File: src/rtl/core/mset_pkg.sv
package mset_pkg;

	localparam int FRAC_BITS = 28;
	localparam int LOG_DEPTH = 256;
	localparam int LOG_BITS = $clog2(LOG_DEPTH);
	localparam logic [31:0] NEG_LOG2_LN2 = 32'd2271034279;

	typedef enum logic [3:0] {
		S_IDLE,
		S_COORD,
		S_CHECK,
		S_MUL,
		S_TEST,
		S_UPD,
		S_NORM,
		S_LOG,
		S_PROD,
		S_DIV,
		S_QUO,
		S_DONE
	} state_t;

	typedef enum logic [1:0] {
		M_XX,
		M_YY,
		M_XY
	} msel_t;

	typedef logic [2:0] cfg_idx_t;
	localparam cfg_idx_t CFG_X_MIN     = 3'd0;
	localparam cfg_idx_t CFG_Y_MAX     = 3'd1;
	localparam cfg_idx_t CFG_X_STEP    = 3'd2;
	localparam cfg_idx_t CFG_Y_STEP    = 3'd3;
	localparam cfg_idx_t CFG_MAX_ITER  = 3'd4;
	localparam cfg_idx_t CFG_COLORS    = 3'd5;
	localparam cfg_idx_t CFG_RADIUS_SQ = 3'd6;

	typedef logic [31:0] logtab_t [LOG_DEPTH];

	// log2(1 + k/depth) in q0.32 by repeated squaring of a q2.30 value
	function automatic logtab_t build_log_tab();
		logtab_t t;
		logic [63:0] y;
		logic [31:0] frac;
		for (int k = 0; k < LOG_DEPTH; k++) begin
			y = (64'(LOG_DEPTH + k) << 30) >> LOG_BITS;
			frac = '0;
			for (int b = 0; b < 32; b++) begin
				y = (y * y) >> 30;
				if (y >= (64'd1 << 31)) begin
					y = y >> 1;
					frac[31 - b] = 1'b1;
				end
			end
			t[k] = frac;
		end
		return t;
	endfunction

	localparam logtab_t LOG_TAB = build_log_tab();

endpackage

File: src/rtl/core/mset_mul.sv
module mset_mul import mset_pkg::*; (
	input  logic        clk,
	input  logic [31:0] a,
	input  logic [31:0] b,
	output logic [63:0] prod
);

	always_ff @(posedge clk) begin
		prod <= a * b;
	end

endmodule

File: config.mk
export PLATFORM = sky130hd
export DESIGN_NAME = mset_mul
export DESIGN_NICKNAME = d
export VERILOG_FILES = /design/src/rtl/core/mset_pkg.sv /design/src/rtl/core/mset_mul.sv
export SDC_FILE = /design/constraint.sdc
export NUM_CORES = 2
export LEC_CHECK = 0
export BUFFER_PORTS_ARGS = -buffer_cell sky130_fd_sc_hd__buf_4
export CAP_MARGIN = 20
export CORE_ASPECT_RATIO = 1.1
export CORE_MARGIN = 2
export CORE_UTILIZATION = 60
export CTS_CLUSTER_SIZE = 20
export DETAILED_ROUTE_END_ITERATION = 7
export PLACE_DENSITY = 0.78
export REMOVE_ABC_BUFFERS = 1
export SLEW_MARGIN = 20
export SYNTH_ARGS = -nofsm -noshare
export SYNTH_HDL_FRONTEND = slang
export SYNTH_SLANG_ARGS = --single-unit
File: constraint.sdc
create_clock -name clk -period 11.1 [get_ports clk]
set_input_delay 2.22 -clock clk [delete_from_list [all_inputs] [get_ports clk]]
set_output_delay 2.22 -clock clk [all_outputs]
set_load 0.01 [all_outputs]
==> results.md <==
- Die H: 256.1 um
- 1st-pass router iterations: 5
- Min Tclk post-route: 9574 ps
- Critical-path cell list: buf_4 -> and2_1 -> fa_1 -> fa_1 -> inv_1 -> fa_1 -> fa_1 -> inv_1 -> fa_1 -> fa_1 -> fa_1 -> fa_1 -> ha_1 -> nand4_1 -> or4_1 -> or3_1 -> a31oi_1 -> a31o_2 -> a211oi_1 -> o21ai_1 -> xor2_1
- Detailed router's first-iteration violation count: ~1500
- Number of enable flip-flop cells after synthesis: 0
- Horizontal extent of the die: 233.2 um
- Number of distinct standard cells referenced by the synthesized netlist: 57
- Count of hold buffers inserted by post-cts repair: 0
- ANT nets after route: 0
- Kind of start point of the critical path: input port
- Synthesized instance count: roughly 3700
- Drc violations: 0
- Sequential cell area fraction in the yosys report: 3.695%
- H-Tree Depth: 3
- GR Overflow Total: 0
- Async S/R FF share, synth: 0%
- Smallest hold slack: 2365 ps
- Via count of the first global-routing pass: approximately 28000
- Final WL: 90880 um
- Total CTS buffers: 9
- Clock tree from TritonCTS: yes
- Final hold violation count: 0
- Tightest Hold Check Type: in -> reg
- Flip-flop count of the largest register, all copies and words added: between 60 and 70
- Commonest non-fill, non-tap cell in the layout: sky130_fd_sc_hd__fa_1
- Yosys reg bits: 64
- Number of max-slew violations in the final report: 0
- Number of rows created at floorplan: 92
- Worst-path clk slew: ~50 ps
- Vias: 25170
- Number of maximum-capacitance violations: 0
- Maximum number of pins on one net before global-route repair: 33
- Combined global-route utilization of all metal layers: between 30% and 40%
- Unrepaired setup endpoints after global routing: no
- Antenna cells: 0
- Worst path arrival time: between 9000 and 10000 ps
- Result of the run: finished, final reports clean
- Post-synthesis instance area: about 35000 um2
- Average wire length per cell after detail routing: between 20 and 25 um
- Input/output buffers: ~130
- Headroom to the max-slew limit: between 40% and 50%
- Yosys warns: 0
- Final estimated routing congestion in global placement: roughly 0.95
- Share of layout cells above drive strength 1: ~4.3%
- Final worst path period share: a little under nine tenths
- Worst Tran Pin Value: ~800 ps
- Core Box Area: 57210 um2
- Die area: roughly 60000 um2
- Maximum clock insertion buffer count: 2
- Library cell appearing most often on the critical path: sky130_fd_sc_hd__fa_1
- Final number of setup-violating endpoints: 0
- Post-CTS setup-driven buffer insertion count: 0
- Final Net Count: between 4000 and 5000
- Most common flop cell mapped by yosys: sky130_fd_sc_hd__dfxtp_1
- DR vias/cell: roughly 5.7
- Largest stage delay on the critical path: roughly 580 ps
- Top Registers: prod: 64 flops
- Non-filler instance count after layout: around 4400
- Launch point of the worst hold path: b[0]
- Number of top-level design ports: between 100 and 150
- Required time of the worst setup path: roughly 11000 ps
- Initial Util: between 60% and 70%
- Post-detailed-placement half-perimeter wirelength: 70910 um
- Root Buffer: sky130_fd_sc_hd__clkbuf_16
- Syn avg cell area: around 9.3 um2
- Worst Path Class, Setup: in -> reg
- Max Clk Rate: about 100 MHz
- # placed instances: 4408
- Initial antenna violation count: 0
- Most used cells in the layout excluding fill and tap cells: sky130_fd_sc_hd__fa_1, sky130_fd_sc_hd__inv_1, sky130_fd_sc_hd__and2_1, sky130_fd_sc_hd__nand2_1, sky130_fd_sc_hd__ha_1
- Resized cells post-CTS: 0
- Clock Sink Count: 64
- Total negative slack: 0 ps
- Highest net fanout along the worst path: 32
- Crit path capture type: register
- End point of the worst hold path: prod[0]$_DFF_P_
- Layout area overhead: 3.991%
- Register with the most flip-flops: prod
- Critical-path cell with the highest stage delay: sky130_fd_sc_hd__fa_1
- First-pass GRT wire length: between 100000 and 150000 um
- Hold-critical path depth: 2
## worst max-delay path by stage
stage | cells after the start | start | end | slack (ps)
after global placement | 21 | a[18] | prod[62]$_DFF_P_ | 1370
after CTS | 21 | a[18] | prod[62]$_DFF_P_ | 1610
after detailed placement | 21 | a[18] | prod[62]$_DFF_P_ | 1260
after floorplan | 22 | a[26] | prod[62]$_DFF_P_ | 2410
after global routing | 24 | b[8] | prod[62]$_DFF_P_ | 1170
final | 21 | a[18] | prod[62]$_DFF_P_ | 1530
## Yosys cell counts, drive strengths merged, types with 5 or more instances
| library cell | count | area [um2] |
|---|---|---|
| nand3 | 10 | 50.05 |
| o31ai | 5 | 78.82 |
| inv | 865 | 3247 |
| o21ai | 26 | 130.1 |
| fa | 896 | 17940 |
| and2 | 602 | 3766 |
| a31oi | 12 | 75.07 |
| and3 | 14 | 87.58 |
| xnor2 | 35 | 306.5 |
| nor2 | 20 | 75.07 |
| nand2 | 480 | 1802 |
| buf | 7 | 33.78 |
| dfxtp | 64 | 1281 |
| a21o | 40 | 300.3 |
| o21a | 9 | 67.56 |
| clkbuf | 213 | 799.5 |
| nand4 | 23 | 143.9 |
| a21oi | 66 | 341.6 |
| o21bai | 11 | 86.33 |
| ha | 263 | 3291 |
| xor2 | 25 | 219.0 |
| nor3 | 7 | 35.03 |
## kinds of logic after synthesis
group	synth area share, %
AOI/OAI and AO/OA	4.153
xor gates and xnor gates	1.515
adders and majority gates	61.22
buffers and inverters	11.77
DFF	3.695
muxes	0.02887
and+or+nand+nor	17.62
## critical path, delay by kind of cell
family | cells | cell delay (ps)
XOR/XNOR | 1 | 150
adder cells (fa/ha/maj) | 9 | 4460
buffers and inverters | 3 | 540
AND/OR/NAND/NOR | 4 | 1310
AO/OA/AOI/OAI | 4 | 1170
## layer usage
metal / vias up / global-route usage (%) / part of all wire (%) / wire length, um
met5: - / 0 / 0 / 0
met4: 0 / 16.95 / 6.2 / 5654
met3: 332 / 3.922 / 6.6 / 5983
met2: 1160 / 57.05 / 51 / 46750
met1: 13010 / 38.91 / 36 / 32500
li1: 10670 / - / - / -
## metrics by stage
step	utilization (%)	area (um2)	setup WS, ps
floorplan	-	33840	2411
global placement	62.48	35740	1365
detailed placement	62.48	35740	1263
CTS	63.03	36060	1606
global route	63.03	36060	1165
finish	63.03	36060	1526
## layout make-up
type,instances,area (um2)
Timing Repair Buffer,128,960.9
Fill cell,4720,21150
Inverter,865,3247
Clock buffer,13,250.2
Tap cell,752,940.9
Multi-Input combinational cell,2599,29310
Clock inverter,3,65.06
Sequential cell,64,1281
Power is left out: the tool's default activity adds up to more than one toggle a clock period on the data nets, which glitch-free logic cannot reach.
